### src/design/grs_pkg.sv
`timescale 1ns / 1ps
// Shared types and constants of the Gaussian rigid skinning block.
// No dependencies; used by every module of the block and its checker.
package grs_pkg;

  // table and word geometry
  localparam int MAX_VERTICES_DEF = 16384;
  localparam int WORD_W           = 32;
  localparam int FRAC_W           = 16;
  localparam int ROWS             = 3;
  localparam int COLS             = 4;
  localparam int ROW_W            = WORD_W * COLS;
  localparam int VIDX_W           = 17;

  typedef enum logic {
    OP_LOAD   = 1'b0,
    OP_DEFORM = 1'b1
  } opcode_t;

  // square root and divider widths
  localparam int SQ1_IN_W   = 48;                       // clamped diagonal sum << 14
  localparam int SQ1_OUT_W  = SQ1_IN_W / 2;
  localparam int SQ2_IN_W   = 50;                       // sum of four squares
  localparam int SQ2_OUT_W  = SQ2_IN_W / 2;
  localparam int DIV_NUM_W  = SQ1_OUT_W + FRAC_W + 1;
  localparam int DIV_DEN_W  = SQ2_OUT_W;
  localparam int DIV_Q_W    = FRAC_W + 1;
  localparam int A_W        = DIV_Q_W + 1;

  // pipeline stage numbers, counted in edges after the accepting edge
  localparam int ST_D     = 1;
  localparam int ST_Q     = ST_D + SQ1_OUT_W;
  localparam int ST_SQR   = ST_Q + 1;
  localparam int ST_SS    = ST_SQR + 1;
  localparam int ST_N     = ST_SS + SQ2_OUT_W;
  localparam int ST_NUM   = ST_N + 1;
  localparam int ST_A     = ST_NUM + DIV_Q_W;
  localparam int ST_PROD  = ST_A + 1;
  localparam int ST_OUT   = ST_PROD + 1;
  localparam int PIPE_LAT = ST_OUT + 1;

endpackage

### src/design/grs_isqrt.sv
`timescale 1ns / 1ps
// Pipelined integer square root, one result bit per register stage.
// Depends on grs_pkg for its default width.
module grs_isqrt #(
  parameter int IN_W = grs_pkg::SQ1_IN_W
) (
  input  logic                clk,
  input  logic [IN_W-1:0]     radicand,
  output logic [IN_W/2-1:0]   root
);

  localparam int OUT_W = IN_W / 2;
  localparam int REM_W = OUT_W + 3;

  logic [REM_W-1:0] rem_r  [OUT_W];
  logic [OUT_W-1:0] root_r [OUT_W];
  logic [IN_W-1:0]  rest_r [OUT_W];

  for (genvar k = 0; k < OUT_W; k++) begin : g_step
    logic [REM_W-1:0] rem_in, rem_sh, trial;
    logic [OUT_W-1:0] root_in;
    logic [IN_W-1:0]  rest_in;

    if (k == 0) begin : g_first
      assign rem_in  = '0;
      assign root_in = '0;
      assign rest_in = radicand;
    end else begin : g_next
      assign rem_in  = rem_r[k-1];
      assign root_in = root_r[k-1];
      assign rest_in = rest_r[k-1];
    end

    // bring down two bits, try root*4+1
    assign rem_sh = {rem_in[REM_W-3:0], rest_in[IN_W-1 -: 2]};
    assign trial  = {{(REM_W-OUT_W-2){1'b0}}, root_in, 2'b01};

    always_ff @(posedge clk) begin
      if (rem_sh >= trial) begin
        rem_r[k]  <= rem_sh - trial;
        root_r[k] <= {root_in[OUT_W-2:0], 1'b1};
      end else begin
        rem_r[k]  <= rem_sh;
        root_r[k] <= {root_in[OUT_W-2:0], 1'b0};
      end
      rest_r[k] <= {rest_in[IN_W-3:0], 2'b00};
    end
  end

  assign root = root_r[OUT_W-1];

endmodule

### config.mk
export PLATFORM = sky130hd
export DESIGN_NAME = grs_isqrt
export DESIGN_NICKNAME = d
export VERILOG_FILES = /design/src/design/grs_pkg.sv /design/src/design/grs_isqrt.sv
export SDC_FILE = /design/constraint.sdc
export NUM_CORES = 2
export LEC_CHECK = 0
export BUFFER_PORTS_ARGS = -buffer_cell sky130_fd_sc_hd__buf_4
export CAP_MARGIN = 20
export CORE_MARGIN = 8
export CORE_UTILIZATION = 65
export CTS_BUF_LIST = sky130_fd_sc_hd__clkbuf_8
export CTS_CLUSTER_SIZE = 12
export DETAILED_ROUTE_END_ITERATION = 8
export PLACE_DENSITY_LB_ADDON = 0.25
export SETUP_SLACK_MARGIN = 0.3
export SYNTH_ARGS = -nofsm -noshare
export SYNTH_HDL_FRONTEND = slang
export SYNTH_SLANG_ARGS = --single-unit
export TNS_END_PERCENT = 20
### constraint.sdc
create_clock -name clk -period 5 [get_ports clk]
set_input_delay 0.25 -clock clk [delete_from_list [all_inputs] [get_ports clk]]
set_output_delay 0.25 -clock clk [all_outputs]
set_load 0.01 [all_outputs]
Word-level counts from Yosys, hierarchy flattened

Memories as Yosys holds them, arrays and structs flattened.
Index checks and enable logic that the tools add are counted.

Flip-flop bits (word level): 0
Bits in writable memories: 2,328
Input bits: 49
Output and inout bits: 24
Word-level logic and storage cells: 219
Memories kept: 3

Memory list:

| name   | words | bits a word | read ports | clocked after Yosys merged registers in | write ports | line            | source |
|---|---|---|---|---|---|---|---|
| rest_r | 24    | 46          | 23         | 0                                       | 24          | grs_isqrt.sv:17 | `logic [IN_W-1:0] rest_r [OUT_W];` |
| rem_r  | 24    | 27          | 23         | 0                                       | 24          | grs_isqrt.sv:15 | `logic [REM_W-1:0] rem_r [OUT_W];` |
| root_r | 24    | 24          | 24         | 0                                       | 24          | grs_isqrt.sv:16 | `logic [OUT_W-1:0] root_r [OUT_W];` |

Add/subtract/negate cells: 24
Magnitude comparators: 24
Mux-type cells: 120
Bitwise logic cells: 48

Operators by type and width:

| cell                                                                                | count |
|---|---|
| 27-bit two-way mux                                                                  | 24 |
| 27-bit by 26-bit greater-or-equal comparator with 1-bit output                      | 23 |
| 27-bit by 26-bit subtractor with 27-bit output                                      | 23 |
| 24-bit two-way mux                                                                  | 24 |
| 1-bit two-way mux                                                                   | 72 |
| 1-bit bitwise OR                                                                    | 48 |
| 2-bit by 1-bit subtractor with 3-bit output, second input constant                  | 1 |
| 2-bit by 1-bit greater-or-equal comparator with 1-bit output, second input constant | 1 |

Logic depth before layout (Yosys ltp)

An unclocked memory read counts as a cell.

Word-level depth: 5
Gate-level depth with buffers: 14
Depth with buffers taken out: 11

Least setup slack after synthesis

Ideal clock, no wire load.

Path type: register to register
Start point: memory root_r[21][17] in the netlist's numbering
End point: memory rem_r[22][16] in the netlist's numbering
Setup time: 0.121 ns
Data arrival time: 2.657 ns
Setup slack: 2.222 ns
Stages on the path, launching flop included: 12
Period minus slack after synthesis: 2.778 ns
Cell sequence: dfxtp_1 > inv_1 > ha_1 > clkbuf_1 > nand4_1 > or4_1 > nor4_1 > o21a_1 > nand2b_1 > clkbuf_1 > buf_2 > mux2_2

RTL lines:

| element         | line |
|---|---|
| start, declared | grs_isqrt.sv:16 |
| end, declared   | grs_isqrt.sv:15 |

==> reports/metrics.csv <==
metric,value,unit
max_stage_delay,0.68,ns
clock-sinks,1394,
core_area,77300,µm²
wl,101000,µm
synthDistinctLibCells,93,
grt_max_degree,39,
io_pins,73,
reg2reg_depth,11,
drc,0,
ys_ff_latch,1394,
drive_gt1_frac,0.0952,
fmax,0.289,GHz
arrival,4.17,ns
clk_path_buf_depth,3,
powerDensity,503,nW/µm²
cts_resized,0,
crit_fanout,30,
final.setup_skew,0.0391,ns
slowest_stage,nor3_2,
ys_async_sr_fraction,0,
mostFrequentLayoutCells,"dfxtp_1 (1394), inv_1 (460), ha_1 (325)",
grt_pass1_vias,34000,
initialDrtViolationCount,2021,
worstPathRequired,5.71,ns
die_h,295,µm
antenna_found_initial,2,
grt_pass1_wl,165000,µm
hpwl,71400,µm
avgSynthCellArea,10.3,µm²
rows,102,
path_clk_slew,0.06,ns
first_pass_iters,6,
synth-edff-count,0,
die_area,87200,µm²
ff_latch_area,27900,µm²
hold_path_class,in2reg,
fin_crit,3.46,ns
synth_seq_area_share,0.550,
cts_made_buffers,200,
synth_area,50700,µm²
setup-tns-final,0,ns
cts_max_level,4,
synthFlopType,dfxtp_1,
drv_cap,0,
critPathKind,reg2reg,
slew_viol_final,0,
end_kind,register,
rsz0062_at_grt,no,
overflow,0,
insertion_delay,0.85,ns
nNetsFinal,5575,
hold_viol_final,0,
finalWeightedCongestion,0.914,
setup_violations,0,
synth_fp_nets,5290,
path_delay_family,simple AND/OR/NAND/NOR gates,
netlist_instances,4916,
hold_buffers,88,
startpoint_type,register,
area_delta_synth_final,13.3,%
fill_cells,5421,
layout_commonest_cell,dfxtp_1,
whs_path_depth,2,
yosys_warnings,0,
cts_tree,yes,
status,completed,
vias_per_cell,5.39,
ctsRootBufferMaster,clkbuf_8,
tightest_slew,1.02,ns
num_vias,34500,
peakVddDrop,0.410,mV
path_depth,11,
slew-limit-headroom,0.317,
port_buffers,72,
cts_setup_buffers,0,
path_cells,inv_1 > ha_1 > or3_1 > o221ai_1 > a21oi_1 > or2_1 > a211o_1 > nor3_2 > buf_4 > a211oi_1 > a21o_1,
fp.dieW,295,µm
multi_input_area,20900,µm²
antenna_left,0,
grtUsageTotal,0.228,
p_leak,27.3,nW
power,28.9,mW
wl_per_cell,15.7,µm
worst-path-buf-inv,2,
initial_core_util,0.656,
fin_crit_sh,0.692,
-- kinds of logic after synthesis --
logic type | Yosys count | share of synthesized area
DFF | 1394 | 0.550
and+or+nand+nor | 1264 | 0.125
AOI/OAI and AO/OA | 923 | 0.114
buffers and inverters | 495 | 0.0376
xor gates and xnor gates | 444 | 0.0767
adders and majority gates | 325 | 0.0802
muxes | 70 | 0.0154
other | 1 | 0.0000739
-- per-stage QoR --
step                       util  hold slack, ns  setup WS, ns  cells  area (µm²)
after floorplan               -           0.278          2.22   4916       50700
after global placement    0.676           0.310          1.58   5949       52300
after detailed placement  0.676           0.312          1.57   5950       52300
after CTS                 0.743        0.000140          1.55   6394       57400
after global routing      0.743          0.0297          1.26   6397       57500
final                     0.743          0.0803          1.54   6397       57500
-- sequential cells by signal, summed over array words and instances, names as in the netlist --
| register | cells |
|---|---|
| rem_r | 542 |
| root_r | 300 |
| rest_r | 552 |
-- synthesized netlist by cell type, drive strengths merged, types with 50 or more instances --
cell type | count | share of area
dfxtp | 1394 | 0.55
inv | 403 | 0.030
ha | 325 | 0.080
nor2 | 319 | 0.024
a21oi | 296 | 0.029
nand2 | 283 | 0.021
xnor2 | 254 | 0.044
o21ai | 223 | 0.022
xor2 | 190 | 0.033
nor3 | 134 | 0.013
a21o | 92 | 0.014
nand3 | 90 | 0.0090
clkbuf | 66 | 0.0049
mux2 | 66 | 0.015
nand4 | 60 | 0.0074
nand2b | 57 | 0.0070
o21a | 56 | 0.0083
nor4 | 55 | 0.0075
nor2b | 52 | 0.0064
or3 | 50 | 0.0063
-- path summary, 6_finish.rpt --
kind	from	endpoint	slack, ns
hold / removal	radicand[16]	rest_r[0][16]$_DFF_P_	0.08
setup / recovery	root_r[20][0]$_DFF_P_	rem_r[21][4]$_DFF_P_	1.54
hold reg to reg	rest_r[1][76]$_DFF_P_	rest_r[1][124]$_DFF_P_	0.31
setup reg to reg	root_r[20][0]$_DFF_P_	rem_r[21][4]$_DFF_P_	1.54
-- cell type report --
class	instances	area share
Timing Repair Buffer	174	0.0270
Clock inverter	110	0.0154
Multi-Input combinational cell	3027	0.364
Tap cell	1040	0.0226
Sequential cell	1394	0.486
Antenna cell	2	0.0000871
Clock buffer	246	0.0589
Inverter	404	0.0264
-- power by group --
group          leakage, nW  switching (mW)  total [mW]  internal (mW)
sequential            11.7            1.36        14.4           13.0
clock                 2.43            4.28        9.22           4.94
combinational         13.3            2.81        5.32           2.51
total                 27.3            8.45        28.9           20.5
-- routing by layer --
metal / share of wire / track usage / wire (µm) / up-vias
met5: 0 / 0 / 0 / -
met4: 0.031 / 0.0906 / 3130 / 0
met3: 0.047 / 0.0405 / 4720 / 234
met2: 0.48 / 0.388 / 47900 / 811
met1: 0.45 / 0.288 / 44800 / 16000
li1: - / - / - / 17500
No activity file was read; power rests on OpenSTA's default activity.
