<file path="config.mk">
export PLATFORM = sky130hd
export DESIGN_NAME = grs_div
export DESIGN_NICKNAME = d
export VERILOG_FILES = /design/src/design/grs_pkg.sv /design/src/design/grs_div.sv
export SDC_FILE = /design/constraint.sdc
export NUM_CORES = 2
export LEC_CHECK = 0
export ABC_AREA = 1
export BUFFER_PORTS_ARGS = -buffer_cell sky130_fd_sc_hd__buf_4
export CORE_MARGIN = 8
export CORE_UTILIZATION = 40
export CTS_BUF_LIST = sky130_fd_sc_hd__clkbuf_4
export DETAILED_ROUTE_END_ITERATION = 6
export GPL_ROUTABILITY_DRIVEN = 0
export PLACE_DENSITY = 0.61
export SKIP_LAST_GASP = 1
export SLEW_MARGIN = 20
export SYNTH_ARGS = -nofsm -noshare
export SYNTH_HDL_FRONTEND = slang
export SYNTH_SLANG_ARGS = --single-unit
</file>
<file path="constraint.sdc">
create_clock -name clk -period 2.95 [get_ports clk]
set_clock_uncertainty 0.2 [all_clocks]
set_input_delay 0.4425 -clock clk [delete_from_list [all_inputs] [get_ports clk]]
set_output_delay 0.4425 -clock clk [all_outputs]
set_load 0.02 [all_outputs]
</file>
<file path="src/design/grs_pkg.sv">
`timescale 1ns / 1ps
// Shared types and constants of the Gaussian rigid skinning block.
// No dependencies; used by every module of the block and its checker.
package grs_pkg;

  // table and word geometry
  localparam int MAX_VERTICES_DEF = 16384;
  localparam int WORD_W           = 32;
  localparam int FRAC_W           = 16;
  localparam int ROWS             = 3;
  localparam int COLS             = 4;
  localparam int ROW_W            = WORD_W * COLS;
  localparam int VIDX_W           = 17;

  typedef enum logic {
    OP_LOAD   = 1'b0,
    OP_DEFORM = 1'b1
  } opcode_t;

  // square root and divider widths
  localparam int SQ1_IN_W   = 48;                       // clamped diagonal sum << 14
  localparam int SQ1_OUT_W  = SQ1_IN_W / 2;
  localparam int SQ2_IN_W   = 50;                       // sum of four squares
  localparam int SQ2_OUT_W  = SQ2_IN_W / 2;
  localparam int DIV_NUM_W  = SQ1_OUT_W + FRAC_W + 1;
  localparam int DIV_DEN_W  = SQ2_OUT_W;
  localparam int DIV_Q_W    = FRAC_W + 1;
  localparam int A_W        = DIV_Q_W + 1;

  // pipeline stage numbers, counted in edges after the accepting edge
  localparam int ST_D     = 1;
  localparam int ST_Q     = ST_D + SQ1_OUT_W;
  localparam int ST_SQR   = ST_Q + 1;
  localparam int ST_SS    = ST_SQR + 1;
  localparam int ST_N     = ST_SS + SQ2_OUT_W;
  localparam int ST_NUM   = ST_N + 1;
  localparam int ST_A     = ST_NUM + DIV_Q_W;
  localparam int ST_PROD  = ST_A + 1;
  localparam int ST_OUT   = ST_PROD + 1;
  localparam int PIPE_LAT = ST_OUT + 1;

endpackage

</file>
<file path="src/design/grs_div.sv">
`timescale 1ns / 1ps
// Pipelined restoring divider, one quotient bit per register stage.
// Quotient must fit Q_W bits. Depends on grs_pkg for default widths.
module grs_div #(
  parameter int NUM_W = grs_pkg::DIV_NUM_W,
  parameter int DEN_W = grs_pkg::DIV_DEN_W,
  parameter int Q_W   = grs_pkg::DIV_Q_W
) (
  input  logic             clk,
  input  logic [NUM_W-1:0] num,
  input  logic [DEN_W-1:0] den,
  output logic [Q_W-1:0]   quot
);

  localparam int CMP_W = (NUM_W > DEN_W + Q_W) ? NUM_W : DEN_W + Q_W;

  logic [CMP_W-1:0] rem_r [Q_W];
  logic [DEN_W-1:0] den_r [Q_W];
  logic [Q_W-1:0]   q_r   [Q_W];

  for (genvar k = 0; k < Q_W; k++) begin : g_step
    localparam int SH = Q_W - 1 - k;
    logic [CMP_W-1:0] rem_in, cand;
    logic [DEN_W-1:0] den_in;
    logic [Q_W-1:0]   q_in;

    if (k == 0) begin : g_first
      assign rem_in = CMP_W'(num);
      assign den_in = den;
      assign q_in   = '0;
    end else begin : g_next
      assign rem_in = rem_r[k-1];
      assign den_in = den_r[k-1];
      assign q_in   = q_r[k-1];
    end

    assign cand = CMP_W'(den_in) << SH;

    always_ff @(posedge clk) begin
      if (rem_in >= cand) begin
        rem_r[k] <= rem_in - cand;
        q_r[k]   <= {q_in[Q_W-2:0], 1'b1};
      end else begin
        rem_r[k] <= rem_in;
        q_r[k]   <= {q_in[Q_W-2:0], 1'b0};
      end
      den_r[k] <= den_in;
    end
  end

  assign quot = q_r[Q_W-1];

endmodule

</file>
# Word level (Yosys, flattened, before mapping)

Memory sizes are Yosys's and may differ from the RTL's.
Index checks and enable logic that the tools add are counted.

Add/subtract/negate cells: 17
$lt $le $gt $ge: 17
Multiplexer cells: 85
Bitwise gates (word level): 34

Operator list:

| cell             | count |
|---|---|
| $mux W42         | 17 |
| $mux W17         | 17 |
| $mux W1          | 51 |
| $ge A42 B25 Y1   | 1 |
| $ge A42 B26 Y1   | 1 |
| $ge A42 B27 Y1   | 1 |
| $ge A42 B28 Y1   | 1 |
| $ge A42 B29 Y1   | 1 |
| $ge A42 B30 Y1   | 1 |
| $ge A42 B31 Y1   | 1 |
| $ge A42 B32 Y1   | 1 |
| $ge A42 B33 Y1   | 1 |
| $ge A42 B34 Y1   | 1 |
| $ge A42 B35 Y1   | 1 |
| $ge A42 B36 Y1   | 1 |
| $ge A42 B37 Y1   | 1 |
| $ge A42 B38 Y1   | 1 |
| $ge A42 B39 Y1   | 1 |
| $ge A42 B40 Y1   | 1 |
| $sub A41 B41 Y42 | 1 |
| $sub A42 B25 Y42 | 1 |
| $sub A42 B26 Y42 | 1 |
| $sub A42 B27 Y42 | 1 |
| $sub A42 B28 Y42 | 1 |
| other kinds (14) | 47 |

Register bits after elaboration: 0
RAM bits: 1428
Output and inout bits: 17
Word-level logic and storage cells: 156
Memories kept: 3

Memories:

| memory | depth | width | read ports | clocked after Yosys merged registers in | wr ports | RTL line      | source |
|---|---|---|---|---|---|---|---|
| rem_r  | 17    | 42    | 16         | 0                                       | 17       | grs_div.sv:17 | `logic [CMP_W-1:0] rem_r [Q_W];` |
| den_r  | 17    | 25    | 16         | 0                                       | 17       | grs_div.sv:18 | `logic [DEN_W-1:0] den_r [Q_W];` |
| q_r    | 17    | 17    | 17         | 0                                       | 17       | grs_div.sv:19 | `logic [Q_W-1:0] q_r [Q_W];` |

# Depth between registers and ports, before layout

An unclocked memory read counts as a cell.

Depth after elaboration: 5
Gate-level depth with buffers: 17
Depth with buffers taken out: 16

# Least setup slack after synthesis

No wires, ideal clock.

Path type: input to register
Start: input port num[16]
End: memory rem_r[0][21] in the netlist's numbering
Setup time: 114 ps
Arrival: 2029 ps
Data required time: 2636 ps
Slack: 607 ps
Stages: 12
Cells stage by stage: inv_1 -> ha_1 -> fa_1 -> o21ai_2 -> nand2_2 -> nand2_2 -> nand2_2 -> nand2_4 -> nand3_4 -> buf_2 -> nand4_1 -> nand2_1

RTL lines:

| item        | RTL line      | source |
|---|---|---|
| from (decl) | grs_div.sv:10 | `input logic [NUM_W-1:0] num,` |
| to (decl)   | grs_div.sv:17 |  |

==> impl_metrics.env <==
export IMPL_rsz0062_at_grt="true"
export IMPL_fmax_ghz=0.353
export IMPL_cts_sink_count=1225
export IMPL_critPathCaptureType="register"
export IMPL_synth_avg_cell_area_um2=6.58
export IMPL_synth_distinct_cells=53
export IMPL_top_usage_layer="met2"
export IMPL_final_min_clock_period_ps=2840
export IMPL_cts_root_buffer_cell="sky130_fd_sc_hd__clkbuf_4"
export IMPL_use_met3=0.0474
export IMPL_global_routing_met1_resource_utilization=0.282
export IMPL_run_status="complete, but fails checks"
export IMPL_die_w_um=428
export IMPL_regToRegSetupSlack_ps=110
export IMPL_vias_per_cell=5.02
export IMPL_worst_path_max_fanout=6
export IMPL_r2r_start="den_r[0][256]"
export IMPL_initial_antenna_violation_count=10
export IMPL_place_detailed_instances=12600
export IMPL_cts_buffers_inserted=336
export IMPL_start_util=0.402
export IMPL_layout_core_utilization=0.455
export IMPL_min_delay_worst_endpoint="rem_r[4][4]"
export IMPL_track_usage=0.235
export IMPL_maxCapViolations=0
export IMPL_crit_required_ps=3900
export IMPL_num_io_pins=84
export IMPL_area_growth_syn_to_layout_pct=13.2
export IMPL_num_fill_cells=17500
export IMPL_setup_violations=0
export IMPL_cts_clk_pin_slew_worst_paths_ps=70
export IMPL_nets=11400
export IMPL_p_leak_uw=0.0412
export IMPL_yosysSeqAreaShare=0.361
export IMPL_globalRouteOverflowTotal=0
export IMPL_timing_final_max_slew_violations=0
export IMPL_grt_max_degree=47
export IMPL_cts_tree="yes"
export IMPL_synth_top_area_frac=0.361
export IMPL_worst_r2r_endpoint="rem_r[11][5]"
export IMPL_leading_register_cell_type_out_of_synthesis="sky130_fd_sc_hd__dfxtp_1"
export IMPL_hp_class="register to register"
export IMPL_power_ir_vdd_worst_mv=0.484
export IMPL_synth_cell_area_um2=67900
export IMPL_layoutNonFillerInstCount=13300
export IMPL_violations_in_the_final_reports="design-rule violations"
export IMPL_hold_depth=0
export IMPL_htree_levels=5
export IMPL_critical_path_startpoint_type="register"
export IMPL_dp_final_hpwl_um=185000
export IMPL_height_of_the_chip_um=428
export IMPL_tns_ps=0
export IMPL_arrival_ps=3790
export IMPL_yosys_warnings=0
export IMPL_antenna_violating_nets_left=0
export IMPL_grt_pass1_wl_um=346000
export IMPL_worst_slew_pin_slew_ps=794
export IMPL_clk_insertion_delay_late_ps=1370
export IMPL_detail_route_drc_violations=4
export IMPL_rows=151
export IMPL_worstRegToRegCells=13
export IMPL_slew_limit_headroom=0.466
export IMPL_synth_top_cell_by_area="sky130_fd_sc_hd__dfxtp_1"
export IMPL_cpMaxStageDelayCell="sky130_fd_sc_hd__dfxtp_1"
export IMPL_routed_via_count=66900
export IMPL_holdWs_ps=30.8
export IMPL_finalHoldViolations=0
export IMPL_synthesis_nets=10800
export IMPL_synthesis_stage_register_bit_count=1225
export IMPL_crit_path_max_incr_delay_ps=470
export IMPL_post_drt_wl_per_cell_um=16.9
export IMPL_first_iter_violations=5795
export IMPL_first_global_vias=63600
export IMPL_crit_top_cell="sky130_fd_sc_hd__nand2_1"
export IMPL_final_layout_size_suffix_gt1_frac=0.0762
export IMPL_drt_pass1_iter_count=7
export IMPL_area_of_the_core_um2=169000
export IMPL_cts_root_to_sink_buffers=4
export IMPL_timing_setup_critical_path_class="register to register"
export IMPL_crit_path_cell_trace="inv_1 -> ha_1 -> nand2_1 -> nor2_2 -> nand2_1 -> nor2_1 -> nand2_1 -> nand3_2 -> nand2_1 -> nand2_4 -> buf_4 -> nand2_1 -> o21ai_0"
export IMPL_wirelength_um=226000
export IMPL_timing_hold_worst_start="rem_r[3][4]"
export IMPL_synth_top_cells_by_area="sky130_fd_sc_hd__dfxtp_1 36%, sky130_fd_sc_hd__nand2_1 20%, sky130_fd_sc_hd__inv_1 10%, sky130_fd_sc_hd__ha_1 7.8%, sky130_fd_sc_hd__nor2_1 4.7%"
export IMPL_period_share=0.961
export IMPL_async_reset_ff_frac=0
export IMPL_power_density_nw_per_um2=1080
export IMPL_synth_edf_count=0
export IMPL_critical_path_top_delay_family="simple AND/OR/NAND/NOR gates"
export IMPL_global_route_usage_met2=0.398
export IMPL_netlist_instances=10300
export IMPL_timing_critical_path_buf_inv=2
export IMPL_port_buffer_count=83
export IMPL_die_area_um2=183000
repair_timing:
| item | 4_1_cts | 5_1_grt |
|---|---|---|
| endpoints found under the hold margin | 68 | 0 |
| gates resized for setup | 1 | 23 |
| buffers inserted | 0 | 2 |
| gates cloned | 0 | 1 |
| hold buffers | 136 | 0 |
| pin swaps | 0 | 3 |
| setup endpoints to repair | 6 | 74 |
worst reg2reg max path, stage by stage (launching register included):
cell                      delay [ps]
sky130_fd_sc_hd__dfxtp_1         470
sky130_fd_sc_hd__inv_1           140
sky130_fd_sc_hd__ha_1            380
sky130_fd_sc_hd__nand2_1         140
sky130_fd_sc_hd__nor2_2          180
sky130_fd_sc_hd__nand2_1          90
sky130_fd_sc_hd__nor2_1          100
sky130_fd_sc_hd__nand2_1          70
sky130_fd_sc_hd__nand3_2         100
sky130_fd_sc_hd__nand2_1          90
sky130_fd_sc_hd__nand2_4         220
sky130_fd_sc_hd__buf_4           200
sky130_fd_sc_hd__nand2_1          50
sky130_fd_sc_hd__o21ai_0         170
through the flow:
step	power [µW]	area, µm²	setup slack, ps
floorplan	54200	67900	607
global placement	67100	71400	109
detailed placement	67500	71400	111
CTS	82500	76700	8.84
global route	89600	76800	-32.0
finish	82700	76800	115
Yosys cell counts (2+ instances only):
cell type	number
sky130_fd_sc_hd__a21oi_4	2
sky130_fd_sc_hd__o21ai_0	234
sky130_fd_sc_hd__nand3b_1	41
sky130_fd_sc_hd__and2_1	19
sky130_fd_sc_hd__xor2_1	159
sky130_fd_sc_hd__inv_4	4
sky130_fd_sc_hd__a21oi_2	13
sky130_fd_sc_hd__o21bai_1	26
sky130_fd_sc_hd__nand4_1	219
sky130_fd_sc_hd__nand3_1	524
sky130_fd_sc_hd__nor3_1	115
sky130_fd_sc_hd__and2_0	2
sky130_fd_sc_hd__buf_6	47
sky130_fd_sc_hd__xnor2_1	102
sky130_fd_sc_hd__o21ai_1	62
sky130_fd_sc_hd__nand2_1	3703
sky130_fd_sc_hd__and3_1	13
sky130_fd_sc_hd__dfxtp_1	1225
sky130_fd_sc_hd__nand3_2	16
sky130_fd_sc_hd__inv_1	1840
sky130_fd_sc_hd__o21ai_2	41
sky130_fd_sc_hd__fa_1	16
sky130_fd_sc_hd__a21boi_0	2
sky130_fd_sc_hd__nand2_2	23
sky130_fd_sc_hd__ha_1	425
sky130_fd_sc_hd__a21oi_1	453
sky130_fd_sc_hd__nand2b_1	2
sky130_fd_sc_hd__nor2_2	24
sky130_fd_sc_hd__buf_4	17
sky130_fd_sc_hd__nand2_4	7
sky130_fd_sc_hd__nor2_4	2
sky130_fd_sc_hd__a21o_1	10
sky130_fd_sc_hd__nor2_1	844
sky130_fd_sc_hd__nand3_4	5
sky130_fd_sc_hd__nor4_1	19
sky130_fd_sc_hd__inv_2	11
sky130_fd_sc_hd__buf_2	24
sky130_fd_sc_hd__o21a_1	5
sky130_fd_sc_hd__or2_2	5
cells by family after synthesis:
logic type	after synthesis	share of synthesized area
AOI/OAI and AO/OA	851	0.0677
xor gates and xnor gates	261	0.0337
adders and majority gates	441	0.0830
buffers and inverters	1945	0.114
DFF	1225	0.361
and+or+nand+nor	5592	0.340
area by class of cell:
type / instances / area [µm²] / area share
Multi-Input combinational cell: 7145 / 35600 / 0.464
Sequential cell: 1225 / 24500 / 0.319
Inverter: 1855 / 6990 / 0.0910
Clock buffer: 438 / 3290 / 0.0428
Timing Repair Buffer: 330 / 2970 / 0.0386
Tap cell: 2218 / 2780 / 0.0361
Clock inverter: 113 / 594 / 0.00774
Antenna cell: 12 / 30.0 / 0.000391
cells in the final DEF (no fill, tap or decap), types with 15 or more instances in the layout:
master                             n
sky130_fd_sc_hd__a21oi_1         452
sky130_fd_sc_hd__and2_1           19
sky130_fd_sc_hd__buf_4           183
sky130_fd_sc_hd__clkbuf_4        438
sky130_fd_sc_hd__clkinv_1         70
sky130_fd_sc_hd__clkinv_2         27
sky130_fd_sc_hd__dfxtp_1        1221
sky130_fd_sc_hd__dlygate4sd3_1   136
sky130_fd_sc_hd__fa_1             15
sky130_fd_sc_hd__ha_1            425
sky130_fd_sc_hd__inv_1          1840
sky130_fd_sc_hd__inv_2            19
sky130_fd_sc_hd__nand2_1        3701
sky130_fd_sc_hd__nand2_2          25
sky130_fd_sc_hd__nand3_1         522
sky130_fd_sc_hd__nand3_2          18
sky130_fd_sc_hd__nand3b_1         41
sky130_fd_sc_hd__nand4_1         219
sky130_fd_sc_hd__nor2_1          844
sky130_fd_sc_hd__nor2_2           24
sky130_fd_sc_hd__nor3_1          114
sky130_fd_sc_hd__nor4_1           19
sky130_fd_sc_hd__o21ai_0         232
sky130_fd_sc_hd__o21ai_1          63
sky130_fd_sc_hd__o21ai_2          42
sky130_fd_sc_hd__o21bai_1         26
sky130_fd_sc_hd__xnor2_1         102
sky130_fd_sc_hd__xor2_1          159
sequential cells by signal, summed over array words and instances (netlist names):
name	count
q_r	153
rem_r	672
den_r	400
per-layer routing:
layer | wire, µm | up-vias | share of wire
li1 | - | 33200 | -
met1 | 91000 | 30100 | 0.40
met2 | 104000 | 2896 | 0.46
met3 | 17600 | 732 | 0.078
met4 | 13000 | 4 | 0.058
met5 | 34 | - | 0.00015
where the power goes:
group	leakage, µW	switching, µW	internal [µW]
combinational	0.0286	27900	14500
clock	0.00235	7060	7340
sequential	0.0103	4530	21400
worst max path at each step:
stage                       start            end  slack [ps]  cells after the start
finish              den_r[0][256]   rem_r[11][5]         110                     13
global route        den_r[0][225]  rem_r[10][40]         -30                     14
CTS                 den_r[0][252]  rem_r[11][32]           9                     14
detailed placement  den_r[0][252]  rem_r[11][32]         110                     14
global placement    den_r[0][252]  rem_r[11][32]         110                     14
floorplan                 num[16]   rem_r[0][21]         610                     12
(Power assumes the default switching activity.)
